[config.mk]
export PLATFORM = sky130hd
export DESIGN_NAME = mme_fifo
export DESIGN_NICKNAME = d
export VERILOG_FILES = /design/src/mme_pkg.sv /design/src/mme_fifo.sv
export SDC_FILE = /design/constraint.sdc
export NUM_CORES = 1
export LEC_CHECK = 0
export BUFFER_PORTS_ARGS = -buffer_cell sky130_fd_sc_hd__buf_4
export CORE_ASPECT_RATIO = 0.7
export CORE_MARGIN = 2
export CORE_UTILIZATION = 50
export CTS_CLUSTER_DIAMETER = 50
export DETAILED_ROUTE_END_ITERATION = 12
export PLACE_DENSITY = 0.82
export SYNTH_ARGS = -nofsm -noshare
export SYNTH_HDL_FRONTEND = slang
export SYNTH_SLANG_ARGS = --single-unit
[constraint.sdc]
create_clock -name clk -period 5.7 [get_ports clk]
set_input_delay 0.285 -clock clk [delete_from_list [all_inputs] [get_ports clk]]
set_output_delay 0.285 -clock clk [all_outputs]
set_load 0.02 [all_outputs]
[src/mme_pkg.sv]
// Package for the matrix multiply engine: commands, queue job format, state and constants.
`default_nettype none
package mme_pkg;

  localparam int IDX_W   = 6;
  localparam int VAL_W   = 16;
  localparam int DIM_W   = 7;
  localparam int PROD_W  = 2 * VAL_W;
  localparam int SUM_W   = 38;
  localparam int QUEUE_DEPTH = 4;

  localparam logic [DIM_W-1:0] DIM_RESET = 7'd64;
  localparam logic [SUM_W-1:0] SUM_MAX   = {SUM_W{1'b1}};

  // Input command codes
  typedef enum logic [1:0] {
    CMD_WR_A = 2'd0,
    CMD_WR_B = 2'd1,
    CMD_RD_C = 2'd2,
    CMD_NOP  = 2'd3
  } cmd_t;

  // Work kinds passed from the front to the back
  typedef enum logic [1:0] {
    JOB_WR_A    = 2'd0,
    JOB_WR_B    = 2'd1,
    JOB_RD      = 2'd2,
    JOB_RD_ZERO = 2'd3
  } job_kind_t;

  typedef struct packed {
    job_kind_t        kind;
    logic [IDX_W-1:0] row;
    logic [IDX_W-1:0] col;
    logic [VAL_W-1:0] value;
    logic [DIM_W-1:0] dim;
  } job_t;

  // Queue handshake between front and back
  typedef struct packed {
    logic full;
    logic empty;
  } queue_status_t;

  typedef enum logic [1:0] {
    ST_IDLE = 2'd0,
    ST_RUN  = 2'd1,
    ST_DONE = 2'd2
  } state_t;

endpackage
`default_nettype wire

[src/mme_fifo.sv]
// Short job queue between the front end and the compute back end.
`default_nettype none
module mme_fifo
  import mme_pkg::*;
(
  input  wire logic   clk,
  input  wire logic   rst_n,
  input  wire logic   push,
  input  wire job_t   push_job,
  input  wire logic   pop,
  output job_t        head_job,
  output queue_status_t status
);

  localparam int PTR_W = $clog2(QUEUE_DEPTH);
  localparam int CNT_W = $clog2(QUEUE_DEPTH + 1);

  job_t             slot_r [QUEUE_DEPTH];
  logic [PTR_W-1:0] wr_ptr_r;
  logic [PTR_W-1:0] rd_ptr_r;
  logic [CNT_W-1:0] cnt_r;
  logic             do_push;
  logic             do_pop;

  assign status.full  = (cnt_r == CNT_W'(QUEUE_DEPTH));
  assign status.empty = (cnt_r == '0);
  assign do_push      = push && !status.full;
  assign do_pop       = pop && !status.empty;
  assign head_job     = slot_r[rd_ptr_r];

  // Advance pointers and count
  always_ff @(posedge clk) begin
    if (!rst_n) begin
      wr_ptr_r <= '0;
      rd_ptr_r <= '0;
      cnt_r    <= '0;
    end else begin
      if (do_push) wr_ptr_r <= wr_ptr_r + 1'b1;
      if (do_pop)  rd_ptr_r <= rd_ptr_r + 1'b1;
      if (do_push && !do_pop)      cnt_r <= cnt_r + 1'b1;
      else if (do_pop && !do_push) cnt_r <= cnt_r - 1'b1;
    end
  end

  // Store the job payload
  always_ff @(posedge clk) begin
    if (do_push) slot_r[wr_ptr_r] <= push_job;
  end

endmodule
`default_nettype wire

==> results_dict.tcl, run 1 <==
set metrics [dict create \
    cts_max_level 4 \
    cts_resized 0 \
    num_vias 2618 \
    async_flop_share_pct 0 \
    grt_util_met2_pct 25.99 \
    ys_warn_count 0 \
    cpPeakStageDelay_ns 0.64 \
    drt_iter0_drc 220 \
    synth-simple-area-share_pct 1.729 \
    whs_ns 0.07015 \
    cts-root-buf "clkbuf_16" \
    clkPwrFrac_pct 33.7 \
    slew_headroom_pct 33.26 \
    worstPathRequired_ns 5.41 \
    firstDrtPassIters 4 \
    yosysMostFrequentCell "edfxtp_1" \
    gr-usage-met1_pct 21.46 \
    path_buf_inv 2 \
    synth_ff_type "edfxtp_1" \
    synth_compound_area_share_pct 0.5762 \
    drive_gt1_share_pct 44.61 \
    crit_family "buffers and inverters" \
    dp_hpwl_um 5568 \
    irDropWorstVdd_uv 288.4 \
    p_sw_share_pct 27.15 \
    tightest_slew_ns 1.001 \
    cp_cell_sequence "buf_4 > mux4_1 > buf_4" \
    combPwrFrac_pct 24.3 \
    power.total_uw 3520 \
    clk_latency_ns 0.41 \
    port_buffers 79 \
    syn_nets 288 \
    io_pins 80 \
    hp-class "input pin to register" \
    endpoint_kind "output pin" \
    cpMaxStageDelayCell "mux4_1" \
    vias_per_cell 5.236 \
    start_kind "register" \
    synth_commonest_cells "148 x edfxtp_1, 34 x mux4_2, 9 x dfxtp_1" \
    die_h_um 94.60 \
    rr_startpoint "cnt_r[0]" \
    utilization_pct 62.29 \
    wire_per_inst_um 19.22 \
    p_int_uw 2564 \
    synthMuxAreaShare_pct 14.92 \
    fin_setup_tns_ns 0 \
    routabilityCongestion 0.7245 \
    antenna_found_initial 0 \
    cts_buffer_depth 2 \
    layout_min_cycle_time_ns 2.564 \
    seqPwrFrac_pct 42.0 \
    reg2reg_depth 8 \
    grt_pass1_wl_um 15080 \
    die_x_um 133.4 \
    core_um2 11560 \
    critPathKind "register to output pin" \
    grt_pass1_vias 2800 \
    cp.arrival_ns 2.28 \
    postCtsHoldBufs 0 \
    reg2reg_setup_slack_ns 3.34 \
    synth_top_family_by_area "multiplexers" \
    cap_violations 0 \
    grt-ovfl-total 0 \
    rsz0062_at_grt "no" \
    synth_top_area_share_pct 75.80 \
    p_sw_uw 955.7 \
    cts_buffers 17 \
    synth.distinct_cells 25 \
    powerDensity_nw_per_um2 488.7 \
    ys_ff_latch 157 \
    finalNetCount 377 \
    post-route-period-util_pct 44.99 \
    leakagePower_uw 0.002452 \
    track_usage_pct 16.61 \
    slew_viol_final 0 \
    synth.area.top_cells "edfxtp_1 76%, mux4_2 13%, dfxtp_1 3.1%" \
    num_antenna_cells 0 \
    use_met3_pct 6.602 \
    row_count 33 \
    synth-edff-count 148 \
    clock_skew_ns 0.008418 \
    setup_viol 0 \
    status "complete, no violations" \
    cts_tree "built" \
    syn-cell-area_um2 5863 \
    syn_inst 241 \
    cpMostUsedCell "buf_4" \
    fmax_mhz 390.0 \
    gr-max-usage-layer "met2" \
    nFillCells 811 \
    synthAdderAreaFrac_pct 1.408 \
    cts.sinks 157 \
    die_area_um2 12620 \
    postSynthAreaPerCell_um2 24.33 \
    r2r-end "cnt_r[2]" \
    remaining_drc_errors 0 \
    critPathMaxFanout 30 \
    clk_transition_reported_paths_ns 0.06 \
    grt_max_degree 38 \
    hold_viol 0 \
    cp.depth 3 \
    ys_seq_area_share_pct 78.87 \
    postCtsSetupRepairBufs 0 \
    start_util_pct 50.71 \
    drtAntennaViolNets 0 \
    post-synth-top-area-cell "edfxtp_1" \
    finalWirelength_um 9612 \
    area_delta_synth_final_pct 22.83 \
    synthXorXnorAreaFrac_pct 0.5975 \
    worstSetupEndpoint "head_job[30]" \
]
## state kept, by name, summed over array words and instances (netlist names), named ones only
name,flops
wr_ptr_r,2
slot_r,148
rd_ptr_r,2
cnt_r,3
## cell type report
cell class                 instances  area, µm²  area share (%)
inverter                           3      11.26          0.1564
clock inverter                    15      209.0           2.901
clock buffer                      17      425.4           5.907
timing repair buffer              80      600.6           8.339
multi-input combinational         71       1132           15.72
tap                              157      196.4           2.728
sequential                       157       4627           64.25
## metal layers
metal	vias up	part of all wire, %
met3	8	6.2
met1	1361	45
met4	0	0.78
li1	1186	-
met5	-	0
met2	63	48
## worst min path at each step
stage	depth (start not counted)	endpoint	startpoint
floorplan	0	slot_r[0][0]	push_job[0]
global placement	2	wr_ptr_r[0]	wr_ptr_r[0]
detailed placement	1	slot_r[3][25]	push_job[25]
CTS	1	slot_r[1][25]	push_job[25]
global route	1	slot_r[0][25]	push_job[25]
finish	1	slot_r[0][25]	push_job[25]
## power by group through the flow
stage | combinational, µW | clock (µW) | sequential (µW)
CTS | 875 | 1210 | 1480
finish | 854 | 1190 | 1480
global placement | 862 | 0 | 1500
detailed placement | 872 | 0 | 1500
floorplan | 627 | 0 | 1460
global route | 920 | 1260 | 1500
## metrics by stage
stage | setup WS, ns | area, µm² | std cells
after floorplan | 3.523 | 5863 | 241
final | 3.136 | 7202 | 500
after global routing | 2.955 | 7202 | 500
after global placement | 3.474 | 6568 | 468
after CTS | 3.040 | 7202 | 500
after detailed placement | 3.339 | 6568 | 468
## cells in the final DEF (no fill, tap or decap), drive strengths merged
| cell | n |
|---|---|
| a21boi | 1 |
| and2 | 8 |
| buf | 80 |
| bufinv | 4 |
| clkbuf | 17 |
| clkinv | 2 |
| clkinvlp | 4 |
| dfxtp | 9 |
| edfxtp | 148 |
| fa | 1 |
| ha | 5 |
| inv | 8 |
| mux2i | 3 |
| mux4 | 37 |
| nand2 | 4 |
| nor2b | 2 |
| nor3 | 1 |
| nor3b | 1 |
| o21ai | 1 |
| o311ai | 1 |
| o31ai | 1 |
| or3 | 1 |
| xnor2 | 3 |
| xor2 | 1 |
## logic make-up (layout without fill, tap and decap cells)
family                   after synthesis  in the layout
AO/OA/AOI/OAI                          4              4
XOR/XNOR                               4              4
adder cells (fa/ha/maj)                6              6
buffers and inverters                 13            115
flip-flops                           157            157
multiplexers                          40             40
AND/OR/NAND/NOR                       17             17
(Power assumes the default switching activity.)
==> run 2: changes to the inputs <==
--- a/config.mk
+++ b/config.mk
@@ -11,7 +11,7 @@
 export CORE_UTILIZATION = 50
 export CTS_CLUSTER_DIAMETER = 50
 export DETAILED_ROUTE_END_ITERATION = 12
-export PLACE_DENSITY = 0.82
+export PLACE_DENSITY = 0.85
 export SYNTH_ARGS = -nofsm -noshare
 export SYNTH_HDL_FRONTEND = slang
 export SYNTH_SLANG_ARGS = --single-unit
==> constraint.sdc (replaced) <==
create_clock -name clk -period 2.3 [get_ports clk]
set_input_delay 0.115 -clock clk [delete_from_list [all_inputs] [get_ports clk]]
set_output_delay 0.115 -clock clk [all_outputs]
set_load 0.02 [all_outputs]
==> run 2 against run 1 <==
Against the previous run: clock power is 130% higher; combinational power grew to 2.7 times the previous value; register-to-register slack worse by 3.1 ns; routed wire length is 10% higher; design area is 6.7% higher; cell count is 10% higher; worst setup slack worse by 3.0 ns; sequential power is 150% higher; critical path depth stayed put; power is 150% higher; first-iteration DRC count is 17% lower; critical path type unchanged.
==> results_dict.tcl, run 2 (synthesized netlist as in run 1, its figures left out) <==
set metrics [dict create \
    cp.arrival_ns 2.04 \
    power.total_uw 8668 \
    rsz0062_at_grt "no" \
    cts_buffers 17 \
    finalWirelength_um 10610 \
    vias_per_cell 5.185 \
    finalNetCount 427 \
    hp-class "input pin to register" \
    slew_headroom_pct 72.29 \
    nFillCells 760 \
    cts-root-buf "clkbuf_16" \
    cpMaxStageDelayCell "dfxtp_2" \
    cpPeakStageDelay_ns 0.59 \
    remaining_drc_errors 0 \
    row_count 33 \
    die_x_um 133.4 \
    fin_setup_tns_ns 0 \
    irDropWorstVdd_uv 784.9 \
    endpoint_kind "output pin" \
    cts_max_level 4 \
    grt_pass1_vias 3011 \
    core_um2 11560 \
    top_register "slot_r" \
    critPathKind "register to output pin" \
    die_area_um2 12620 \
    leakagePower_uw 0.002664 \
    num_antenna_cells 0 \
    largest_reg_flops 148 \
    status "complete, no violations" \
    reg2reg_setup_slack_ns 0.21 \
    io_pins 80 \
    drt_iter0_drc 182 \
    setup_viol 0 \
    slew_viol_final 0 \
    grt_max_degree 25 \
    top_regs "slot_r x148, cnt_r x3" \
    cap_violations 0 \
    cts_resized 0 \
    hold_viol 0 \
    fmax_mhz 464.4 \
    track_usage_pct 17.95 \
    r2r-end "cnt_r[2]" \
    tightest_slew_ns 0.4157 \
    rr_startpoint "cnt_r[0]" \
    die_h_um 94.60 \
    start_util_pct 50.71 \
    clock_skew_ns 0.006612 \
    clk_latency_ns 0.41 \
    reg2reg_depth 8 \
    port_buffers 79 \
    cts.sinks 157 \
    cp_cell_sequence "buf_4 > mux4_2 > buf_4" \
    layout_commonest_cell "edfxtp_1" \
    min_delay_path_depth 4 \
    cts_buffer_depth 2 \
    cts_tree "built" \
    holdCritStartpoint "pop" \
    drtAntennaViolNets 0 \
    path_buf_inv 2 \
    num_vias 2852 \
    area_delta_synth_final_pct 31.09 \
    cpMostUsedCell "buf_4" \
    critPathMaxFanout 11 \
    worstPathRequired_ns 2.18 \
    dp_hpwl_um 6487 \
    layout_min_cycle_time_ns 2.154 \
    clk_transition_reported_paths_ns 0.06 \
    wire_per_inst_um 19.28 \
    grt_pass1_wl_um 16150 \
    mostFrequentLayoutCells "148 x edfxtp_1, 86 x buf_4, 38 x dlygate4sd3_1" \
    antenna_found_initial 0 \
    routabilityCongestion 0.7118 \
    post-route-period-util_pct 93.63 \
    drive_gt1_share_pct 41.22 \
    firstDrtPassIters 4 \
    crit_family "flip-flops" \
    powerDensity_nw_per_um2 1128 \
    start_kind "register" \
    grt-ovfl-total 0 \
]
-- run 2: changes by cell type in the layout (fill, tap and decap cells not counted) --
cell / before / now
dlygate4sd3_1: 0 / 38
buf_12: 0 / 6
buf_4: 80 / 86
bufinv_16: 4 / 2
clkinv_1: 1 / 3
inv_6: 4 / 2
clkbuf_1: 0 / 1
clkinv_2: 0 / 1
-- run 2: cell type report --
cell class / count / area (µm²) / area share, %
Sequential cell: 157 / 4627 / 60.20
Tap cell: 157 / 196.4 / 2.556
Clock inverter: 14 / 143.9 / 1.872
Multi-Input combinational cell: 71 / 1132 / 14.73
Inverter: 3 / 11.26 / 0.1465
Clock buffer: 18 / 429.2 / 5.584
Timing Repair Buffer: 130 / 1146 / 14.91
-- run 2: power by group --
part           switching [µW]  internal [µW]  leakage (µW)  total (µW)
logic                    1150           1190      0.000966        2340
clock network            1080           1600      0.000267        2680
registers                 176           3480       0.00143        3650
-- run 2: how the worst max path moves through the flow --
stage,endpoint,cells after the start,slack (ns),start
floorplan,slot_r[0][0],4,0.12,cnt_r[0]
global placement,cnt_r[2],7,0.31,cnt_r[1]
detailed placement,cnt_r[2],8,0.22,cnt_r[0]
CTS,head_job[15],3,0.07,register
global route,head_job[20],3,0.02,register
finish,head_job[15],3,0.15,register
-- run 2: layer usage --
| layer | part of all wire, % | vias up | GRT usage [%] |
|---|---|---|---|
| met5 | 0 | - | 0 |
| met4 | 1.0 | 0 | 6.649 |
| met3 | 4.2 | 9 | 5.421 |
| met2 | 50 | 81 | 28.82 |
| met1 | 45 | 1474 | 23.70 |
| li1 | - | 1288 | - |
-- run 2: worst reg2reg max path, stage by stage (launching register included) --
cell and delay [ns]:
dfxtp_1 0.48, nor3b_2 0.10, nor2b_1 0.17, ha_1 0.21, inv_1 0.06, fa_1 0.37, xor2_1 0.16, or3_1 0.31
a21boi_0 0.16
-- run 2: stage by stage --
stage               hold WS, ns  cell area [µm²]  util (%)  cells  setup WS (ns)
global placement         0.3131             6733     58.24    480         0.3119
CTS                      0.1323             7686     66.48    550        0.07490
global route             0.1618             7686     66.48    550        0.01716
detailed placement       0.3197             6733     58.24    480         0.2205
finish                   0.1459             7686     66.48    550         0.1465
floorplan                0.2139             5863         -    241         0.1231
-- run 2: repair_timing --
item	CTS	global route
hold endpoints to repair	155	0
hold buffers	38	0
setup buffers	0	0
endpoints found under the setup margin	0	0
