--- src/mme_pkg.sv ---
// Package for the matrix multiply engine: commands, queue job format, state and constants.
`default_nettype none
package mme_pkg;

  localparam int IDX_W   = 6;
  localparam int VAL_W   = 16;
  localparam int DIM_W   = 7;
  localparam int PROD_W  = 2 * VAL_W;
  localparam int SUM_W   = 38;
  localparam int QUEUE_DEPTH = 4;

  localparam logic [DIM_W-1:0] DIM_RESET = 7'd64;
  localparam logic [SUM_W-1:0] SUM_MAX   = {SUM_W{1'b1}};

  // Input command codes
  typedef enum logic [1:0] {
    CMD_WR_A = 2'd0,
    CMD_WR_B = 2'd1,
    CMD_RD_C = 2'd2,
    CMD_NOP  = 2'd3
  } cmd_t;

  // Work kinds passed from the front to the back
  typedef enum logic [1:0] {
    JOB_WR_A    = 2'd0,
    JOB_WR_B    = 2'd1,
    JOB_RD      = 2'd2,
    JOB_RD_ZERO = 2'd3
  } job_kind_t;

  typedef struct packed {
    job_kind_t        kind;
    logic [IDX_W-1:0] row;
    logic [IDX_W-1:0] col;
    logic [VAL_W-1:0] value;
    logic [DIM_W-1:0] dim;
  } job_t;

  // Queue handshake between front and back
  typedef struct packed {
    logic full;
    logic empty;
  } queue_status_t;

  typedef enum logic [1:0] {
    ST_IDLE = 2'd0,
    ST_RUN  = 2'd1,
    ST_DONE = 2'd2
  } state_t;

endpackage
`default_nettype wire

--- src/mme_front.sv ---
// Front end: accepts input transactions, holds the dimension register, classifies work.
`default_nettype none
module mme_front
  import mme_pkg::*;
#(
  parameter int MAX_DIM = 64
) (
  input  wire logic             clk,
  input  wire logic             rst_n,
  input  wire logic             cfg_wr_en,
  input  wire logic [DIM_W-1:0] cfg_wr_data,
  input  wire logic             in_tvalid,
  output logic                  in_tready,
  input  wire logic [1:0]       in_tuser,
  input  wire logic [31:0]      in_tdata,
  input  wire queue_status_t    q_status,
  output logic                  q_push,
  output job_t                  q_job
);

  logic [DIM_W-1:0] dim_r;
  logic [DIM_W-1:0] dim_eff;
  logic [IDX_W-1:0] row;
  logic [IDX_W-1:0] col;
  logic [VAL_W-1:0] value;
  cmd_t             cmd;
  logic             in_store;
  logic             out_of_dim;
  logic             keep;

  // Hold the dimension register
  always_ff @(posedge clk) begin
    if (!rst_n) begin
      dim_r <= DIM_RESET;
    end else if (cfg_wr_en) begin
      dim_r <= cfg_wr_data;
    end
  end

  // Unpack the transaction
  assign cmd   = cmd_t'(in_tuser);
  assign row   = in_tdata[IDX_W-1:0];
  assign col   = in_tdata[2*IDX_W-1:IDX_W];
  assign value = in_tdata[2*IDX_W+VAL_W-1:2*IDX_W];

  // Saturate the dimension to the store size
  assign dim_eff = (int'(dim_r) > MAX_DIM) ? DIM_W'(MAX_DIM) : dim_r;

  assign in_store   = (int'(row) < MAX_DIM) && (int'(col) < MAX_DIM);
  assign out_of_dim = ({1'b0, row} >= dim_eff) || ({1'b0, col} >= dim_eff);

  // Classify: drop unused commands and writes outside the store
  always_comb begin
    q_job.row   = row;
    q_job.col   = col;
    q_job.value = value;
    q_job.dim   = dim_eff;
    q_job.kind  = JOB_RD_ZERO;
    keep        = 1'b0;
    unique case (cmd)
      CMD_WR_A: begin
        q_job.kind = JOB_WR_A;
        keep       = in_store;
      end
      CMD_WR_B: begin
        q_job.kind = JOB_WR_B;
        keep       = in_store;
      end
      CMD_RD_C: begin
        q_job.kind = out_of_dim ? JOB_RD_ZERO : JOB_RD;
        keep       = 1'b1;
      end
      default: begin
        keep = 1'b0;
      end
    endcase
  end

  assign in_tready = !q_status.full;
  assign q_push    = in_tvalid && in_tready && keep;

endmodule
`default_nettype wire

--- config.mk ---
export PLATFORM = sky130hd
export DESIGN_NAME = mme_front
export DESIGN_NICKNAME = d
export VERILOG_FILES = /design/src/mme_pkg.sv /design/src/mme_front.sv
export SDC_FILE = /design/constraint.sdc
export NUM_CORES = 1
export LEC_CHECK = 0
export ABC_AREA = 1
export ABC_CLOCK_PERIOD_IN_PS = 2400
export BUFFER_PORTS_ARGS = -buffer_cell sky130_fd_sc_hd__buf_2
export CORE_MARGIN = 2
export CORE_UTILIZATION = 36
export CTS_CLUSTER_DIAMETER = 80
export DETAILED_ROUTE_END_ITERATION = 10
export PLACE_DENSITY = 0.8
export SLEW_MARGIN = 20
export SYNTH_ARGS = -nofsm -noshare
export SYNTH_HDL_FRONTEND = slang
export SYNTH_SLANG_ARGS = --single-unit
--- constraint.sdc ---
create_clock -name clk -period 2.4 [get_ports clk]
set_clock_uncertainty 0.2 [all_clocks]
set_input_delay 0.24 -clock clk [delete_from_list [all_inputs] [get_ports clk]]
set_output_delay 0.24 -clock clk [all_outputs]
set_load 0.005 [all_outputs]
==> impl_metrics.toml, run 1 <==
[outcome]
status = "finished, violations left"
violations = "negative setup slack"

[route]
avgViaCountPerCell = 4.444
drtIter0Drc = 8
routed_wl_mm = 1.852
ant_nets = 0
post-route-drc-count = 0
dr_total_vias = 831
wire_per_inst_um = 9.904
first_pass_iters = 3

[sta]
finalSetupTns_ns = -0.1103
slew_headroom = 0.8541
finalCritPeriodShare = 1.046
rsz0062_at_grt = "true"
hold_viol_final = 0
setup_viol = 1
setup_slack_ns = -0.1103
clock.fmax_mhz = 398.4
worst_pin_slew_ns = 0.2186
period_needed_ns = 2.510
slew_viol_final = 0

[yosys]
syn_nets = 195
ys_seq_elements = 7
synthArstFlopShare = 0
synth.most_common_cell = "nand2_1"
yosys.area_share.xor_xnor = 0
synth_fa_ha_area_frac = 0.1719
synth-compound-area-share = 0.07736
synth_edf_count = 0
ys_top_cells_by_count = "nand2_1 (32), buf_4 (28), inv_1 (19)"
synth-simple-area-share = 0.2421
synth.top_cells.by_area = "buf_4 (24%), ha_1 (17%), dfxtp_1 (16%)"
synthCells = 136
ys_dominant_reg_cell = "dfxtp_1"
synth_top_cell_area_share = 0.2407
synth_area_per_cell_um2 = 6.422
muxShareOfSynthArea = 0
synth_cell_types = 16
netlist.top_cell.by_area = "buf_4"
syn_area_um2 = 873.3
yosys_warnings = 0
synth_seq_area_share = 0.1605
synth_top_family_by_area = "buffers and inverters"

[worst_setup_path]
r2r-start = "dim_r[6]$_SDFFE_PN1P_"
max_stage_delay_ns = 0.35
cp_data_arrival_time_ns = 2.07
crit_buf_inv = 1
crit_path_top_delay_cell = "dfxtp_4"
path_class = "reg2out"
timing.critical_path.from = "dim_r[5]$_SDFFE_PN0P_"
cp_cell_sequence = "nor2_4 > nand4_1 > nand2_4 > nand2_4 > ha_4 > nand2_4 > nor2_2 > nor2_2 > nor2_2 > nor2_1 > nand2_1 > nand2_1 > nand2_1 > buf_2"
path_max_fanout = 5
cp-start-kind = "flip-flop"
cp.required_ns = 1.96
end_kind = "output pin"
path_delay_family = "simple AND/OR/NAND/NOR gates"

[die]
io_pins = 86
die_y_um = 53.26
dieArea_um2 = 2836
die-width_um = 53.26
coreArea_um2 = 2255
rows = 17
start_util = 0.3873

[pwr]
power.leakage_nw = 0.6801
intPower_mw = 0.2749
combPwrFrac = 0.431
switchingPower_mw = 0.1478
ir_drop_v = 0.0002641
power_density_nw_per_um2 = 367.2
pwr-share-seq = 0.319
switching_share = 0.3496
clockPowerShare = 0.250

[placed_design]
dp_hpwl_mm = 1.380
place_ws_ns = 0.1716
io_buffers = 48
finalWeightedCongestion = 0.6932
placed_cells = 182

[grt]
overflow = 0
grt_max_degree = 9
grt_pass1_vias = 656
grt_util_all_layers = 0.1150
antenna_found_initial = 0
grt_first_pass_wirelength_mm = 2.366

[layout]
area_growth_pct = 31.80
reg_top3 = "dim_r (7)"
drive_above_1_share = 0.5094
largest_register_ffs = 7
fillers = 245
top_register = "dim_r"
insertedDiodeCount = 0
fin_cells = 187
final_net_count = 219

[clock_tree]
cts_tree = "done"
htree_levels = 1
clk_pin_slew_ns = 0.05
clock_sinks = 7
clk_latency_ns = 0.25
numCtsBuffers = 3
cts_root_buffer = "clkbuf_4"
clockBufferDepth = 2

[worst_hold_path]
hold_class = "in2reg"
holdCritStartpoint = "cfg_wr_data[1]"

[flow_run]
cap_violations = 0
==> placed cells by master, fill, tap and decap left out <==
cell and n:
a21oi_1 5, a21oi_2 1, buf_2 48, buf_4 2, clkbuf_1 1, clkbuf_4 3, dfxtp_1 4, dfxtp_2 2
dfxtp_4 1, ha_1 4, ha_4 8, inv_1 19, inv_2 1, nand2_1 23, nand2_2 1, nand2_4 8
nand3_1 1, nand4_1 1, nor2_1 12, nor2_2 4, nor2_4 2, nor3_1 1, o211ai_1 1, o21ai_0 6
==> worst reg2reg max path: cells and delay by family, from the launching register on <==
family | cells | cell delay, ns
compound gates | 1 | 0.15
flops | 1 | 0.43
buf+inv | 2 | 0.26
==> power by group through the flow <==
| stage | Sequential, mW | Combinational [mW] | Clock (mW) |
|---|---|---|---|
| floorplan | 0.130 | 0.114 | 0 |
| global placement | 0.132 | 0.132 | 0 |
| detailed placement | 0.132 | 0.134 | 0 |
| CTS | 0.131 | 0.142 | 0.111 |
| global route | 0.135 | 0.207 | 0.114 |
| finish | 0.135 | 0.182 | 0.106 |
==> per-stage QoR <==
step / utilization / hold slack, ns / power [mW] / instance area (µm²)
floorplan: - / 0.1386 / 0.2448 / 873.3
global placement: 0.4112 / 0.2644 / 0.2633 / 927.1
detailed placement: 0.4112 / 0.2670 / 0.2659 / 927.1
CTS: 0.4384 / 0.004316 / 0.3833 / 988.4
global route: 0.5105 / 0.02794 / 0.4562 / 1151
finish: 0.5105 / 0.01018 / 0.4227 / 1151
==> logic make-up (layout without fill, tap and decap cells) <==
| family | after synthesis | in the layout |
|---|---|---|
| adders and majority gates | 12 | 12 |
| AOI/OAI and AO/OA | 13 | 13 |
| DFF | 7 | 7 |
| buffers and inverters | 51 | 74 |
| and+or+nand+nor | 53 | 53 |
==> path summary, 6_finish.rpt <==
kind | to | slack [ns] | depth (start not counted)
hold / removal | dim_r[1]$_SDFFE_PN0P_ | 0.01 | 3
hold reg to reg | dim_r[0]$_SDFFE_PN0P_ | 0.30 | 2
setup / recovery | q_job[35] | -0.11 | 14
setup reg to reg | dim_r[6]$_SDFFE_PN1P_ | 1.28 | 3
==> what timing repair did <==
| item | CTS | global route |
|---|---|---|
| gates resized for setup | 6 | 30 |
| hold buffers | 0 | 0 |
| pin swaps | 3 | 16 |
| setup buffers | 0 | 1 |
| setup endpoints to repair | 1 | 1 |
==> layout make-up <==
cell class | count | area [µm²] | share of cell area
well taps | 28 | 35.03 | 0.03043
clock buffers | 4 | 26.28 | 0.02283
repair buffers | 50 | 255.2 | 0.2217
inverters | 20 | 75.07 | 0.06522
multi-input cells | 78 | 613.1 | 0.5326
flip-flops and latches | 7 | 146.4 | 0.1272
==> metal layers <==
metal	global-route usage	routed length [µm]	vias up	part of all wire
li1	-	-	435	-
met1	0.1171	743	361	0.40
met3	0.01130	103	7	0.056
met2	0.2078	959	28	0.52
met5	0	0	-	0
met4	0.09402	45	0	0.024
No activity file was read; power rests on OpenSTA's default activity.
==> run 2, diff against run 1 <==
--- a/config.mk
+++ b/config.mk
@@ -5,14 +5,15 @@
 export SDC_FILE = /design/constraint.sdc
 export NUM_CORES = 1
 export LEC_CHECK = 0
-export ABC_AREA = 1
+export ABC_AREA = 0
 export ABC_CLOCK_PERIOD_IN_PS = 2400
 export BUFFER_PORTS_ARGS = -buffer_cell sky130_fd_sc_hd__buf_2
 export CORE_MARGIN = 2
-export CORE_UTILIZATION = 36
+export CORE_UTILIZATION = 35
 export CTS_CLUSTER_DIAMETER = 80
 export DETAILED_ROUTE_END_ITERATION = 10
-export PLACE_DENSITY = 0.8
+export PLACE_DENSITY = 0.81
+export REMOVE_ABC_BUFFERS = 1
 export SLEW_MARGIN = 20
 export SYNTH_ARGS = -nofsm -noshare
 export SYNTH_HDL_FRONTEND = slang
==> run 2 against run 1 <==
  * The flow now finishes without violations
  * Global-route usage rose by 3.5 points
  * Flip-flop and latch count did not move
  * Critical path type unchanged
  * Largest power group is now registers
  * Area after synthesis fell by 7.2%
  * Final cell count fell by 20%
  * Hold slack improved by 0.029 ns
  * Clock power barely moved
  * Count of clock-buffer cells in the layout did not move
  * Register-to-register slack improved by 0.26 ns
  * Setup slack improved by 0.14 ns
  * Wire length rose by 9.0%
  * Final area fell by 16%
==> impl_metrics.toml, run 2 <==
[layout]
mostFrequentLayoutCells = "buf_2 (48), inv_1 (10), ha_1 (10)"
fin_cells = 150
reg_top3 = "dim_r (7)"
postLayoutCellArea_um2 = 962.2
utilization = 0.4392
final_common_cell = "buf_2"
area_growth_pct = 18.67
largest_register_ffs = 7
fillers = 221
top_register = "dim_r"
insertedDiodeCount = 0
final_net_count = 182
drive_above_1_share = 0.5164

[worst_setup_path]
rrSetupSlack_ns = 1.54
cp.required_ns = 1.96
r2r_cells = 2
r2r-start = "dim_r[6]$_SDFFE_PN1P_"
cp_cell_sequence = "nor2b_4 > ha_4 > nand2b_4 > a211o_1 > a222oi_1 > o21ai_1 > buf_2"
cp-start-kind = "flip-flop"
crit_path_top_delay_cell = "dfxtp_4"
path_class = "reg2out"
cp_data_arrival_time_ns = 1.93
timing.rr.end = "dim_r[6]$_SDFFE_PN1P_"
timing.critical_path.from = "dim_r[6]$_SDFFE_PN1P_"
max_stage_delay_ns = 0.37
end_kind = "output pin"
path_max_fanout = 4

[grt]
grt_pass1_vias = 679
antenna_found_initial = 0
grt_first_pass_wirelength_mm = 2.891
overflow = 0
grt_max_degree = 9
grt_util_all_layers = 0.1503

[sta]
setup_viol = 0
finalCritPeriodShare = 0.9880
slew_headroom = 0.7884
finalSetupTns_ns = 0
hold_viol_final = 0
period_needed_ns = 2.371
setup_slack_ns = 0.02883
worst_pin_slew_ns = 0.3175
slew_viol_final = 0
rsz0062_at_grt = "true"
clock.fmax_mhz = 421.7

[die]
coreArea_um2 = 2191
rows = 17
io_pins = 86
dieArea_um2 = 2718
die-width_um = 52.13
die_y_um = 52.13
start_util = 0.3701

[yosys]
netlist.top_cell.by_area = "buf_4"
ys_top_cells_by_count = "buf_4 (28), ha_1 (12), inv_1 (11)"
synth.most_common_cell = "buf_4"
synth.top_cells.by_area = "buf_4 (26%), ha_1 (19%), dfxtp_1 (17%)"
synth_fa_ha_area_frac = 0.1852
muxShareOfSynthArea = 0.07407
synth_area_per_cell_um2 = 8.190
synth_cell_types = 23
synth_seq_area_share = 0.1728
yosys.area_share.xor_xnor = 0
ys_seq_elements = 7
synth_top_cell_area_share = 0.2593
yosys_warnings = 0
synth_top_family_by_area = "buffers and inverters"
syn_area_um2 = 810.8
synthCells = 99
synth-compound-area-share = 0.08951
ys_dominant_reg_cell = "dfxtp_1"
synthArstFlopShare = 0
synth_edf_count = 0
synth-simple-area-share = 0.1528

[placed_design]
io_buffers = 48
dp_hpwl_mm = 1.738
placed_area_um2 = 870.8
finalWeightedCongestion = 0.7634
placed_cells = 145
place_ws_ns = 0.1614

[flow_run]
cap_violations = 0

[clock_tree]
htree_levels = 1
clockBufferDepth = 2
clock_sinks = 7
clk_latency_ns = 0.25
cts_root_buffer = "clkbuf_4"
clk_pin_slew_ns = 0.05
numCtsBuffers = 3
cts_tree = "done"

[route]
first_pass_iters = 4
post-route-drc-count = 0
drtIter0Drc = 8
routed_wl_mm = 2.019
avgViaCountPerCell = 4.680
dr_total_vias = 702
wire_per_inst_um = 13.46
ant_nets = 0

[pwr]
ir_drop_v = 0.0001662
power.leakage_nw = 0.5534
power_density_nw_per_um2 = 355.7

[worst_hold_path]
hold_class = "in2reg"
holdCritStartpoint = "rst_n"
hold_depth = 2
worstHoldEndpoint = "dim_r[6]$_SDFFE_PN1P_"

[outcome]
status = "finished, final reports clean"
[run 2: kinds of logic after synthesis]
kind of cell    count (synthesis)
flops                           7
compound gates                 10
buf+inv                        42
mux                             6
fa+ha+maj                      12
simple gates                   22
[run 2: stage by stage]
step                power (mW)  hold WS [ns]
CTS                     0.3450       0.03284
finish                  0.3423       0.03928
global route            0.3676       0.04697
detailed placement      0.2288        0.2658
floorplan               0.1727        0.1386
global placement        0.2242        0.2594
[run 2: area by class of cell]
| type | count | area [µm²] | share of cell area |
|---|---|---|---|
| clock buffer | 4 | 26.28 | 0.02731 |
| inverter | 11 | 46.29 | 0.04811 |
| multi-input combinational | 50 | 451.7 | 0.4694 |
| sequential | 7 | 145.1 | 0.1508 |
| tap | 28 | 35.03 | 0.03641 |
| timing repair buffer | 50 | 257.7 | 0.2679 |
[run 2: worst max-delay path: cells and delay by family (launching register included)]
family          cells  cell delay [ns]
fa+ha+maj           1             0.22
buf+inv             1             0.13
simple gates        2             0.28
flops               1             0.37
compound gates      3             0.69
[run 2: repair_timing]
action	4_1_cts	5_1_grt
gates resized for setup	10	5
hold buffers	1	0
hold endpoints to repair	1	0
buffers inserted	0	0
endpoints found under the setup margin	1	1
pin swaps	4	2
[run 2: where the power goes]
part | switching [mW] | leakage, nW | internal, mW
registers | 0.00616 | 0.0583 | 0.124
logic | 0.0479 | 0.480 | 0.0584
clock network | 0.0427 | 0.0150 | 0.0634
[run 2: worst max path at each step]
stage / to / slack [ns] / cells past startpoint
after floorplan: q_job[35] / 0.35 / 6
after global placement: q_job[35] / 0.22 / 7
after detailed placement: q_job[35] / 0.16 / 8
after CTS: q_job[35] / 0.001 / 7
after global routing: q_job[35] / -0.05 / 7
final: q_job[35] / 0.03 / 7
[run 2: layer usage]
metal	GRT usage	wire length, µm	part of all wire	up-vias
li1	-	-	-	345
met4	0.07692	25	0.012	0
met2	0.2278	933	0.46	52
met3	0.1121	313	0.16	4
met1	0.1434	745	0.37	301
met5	0.09524	0	0	-
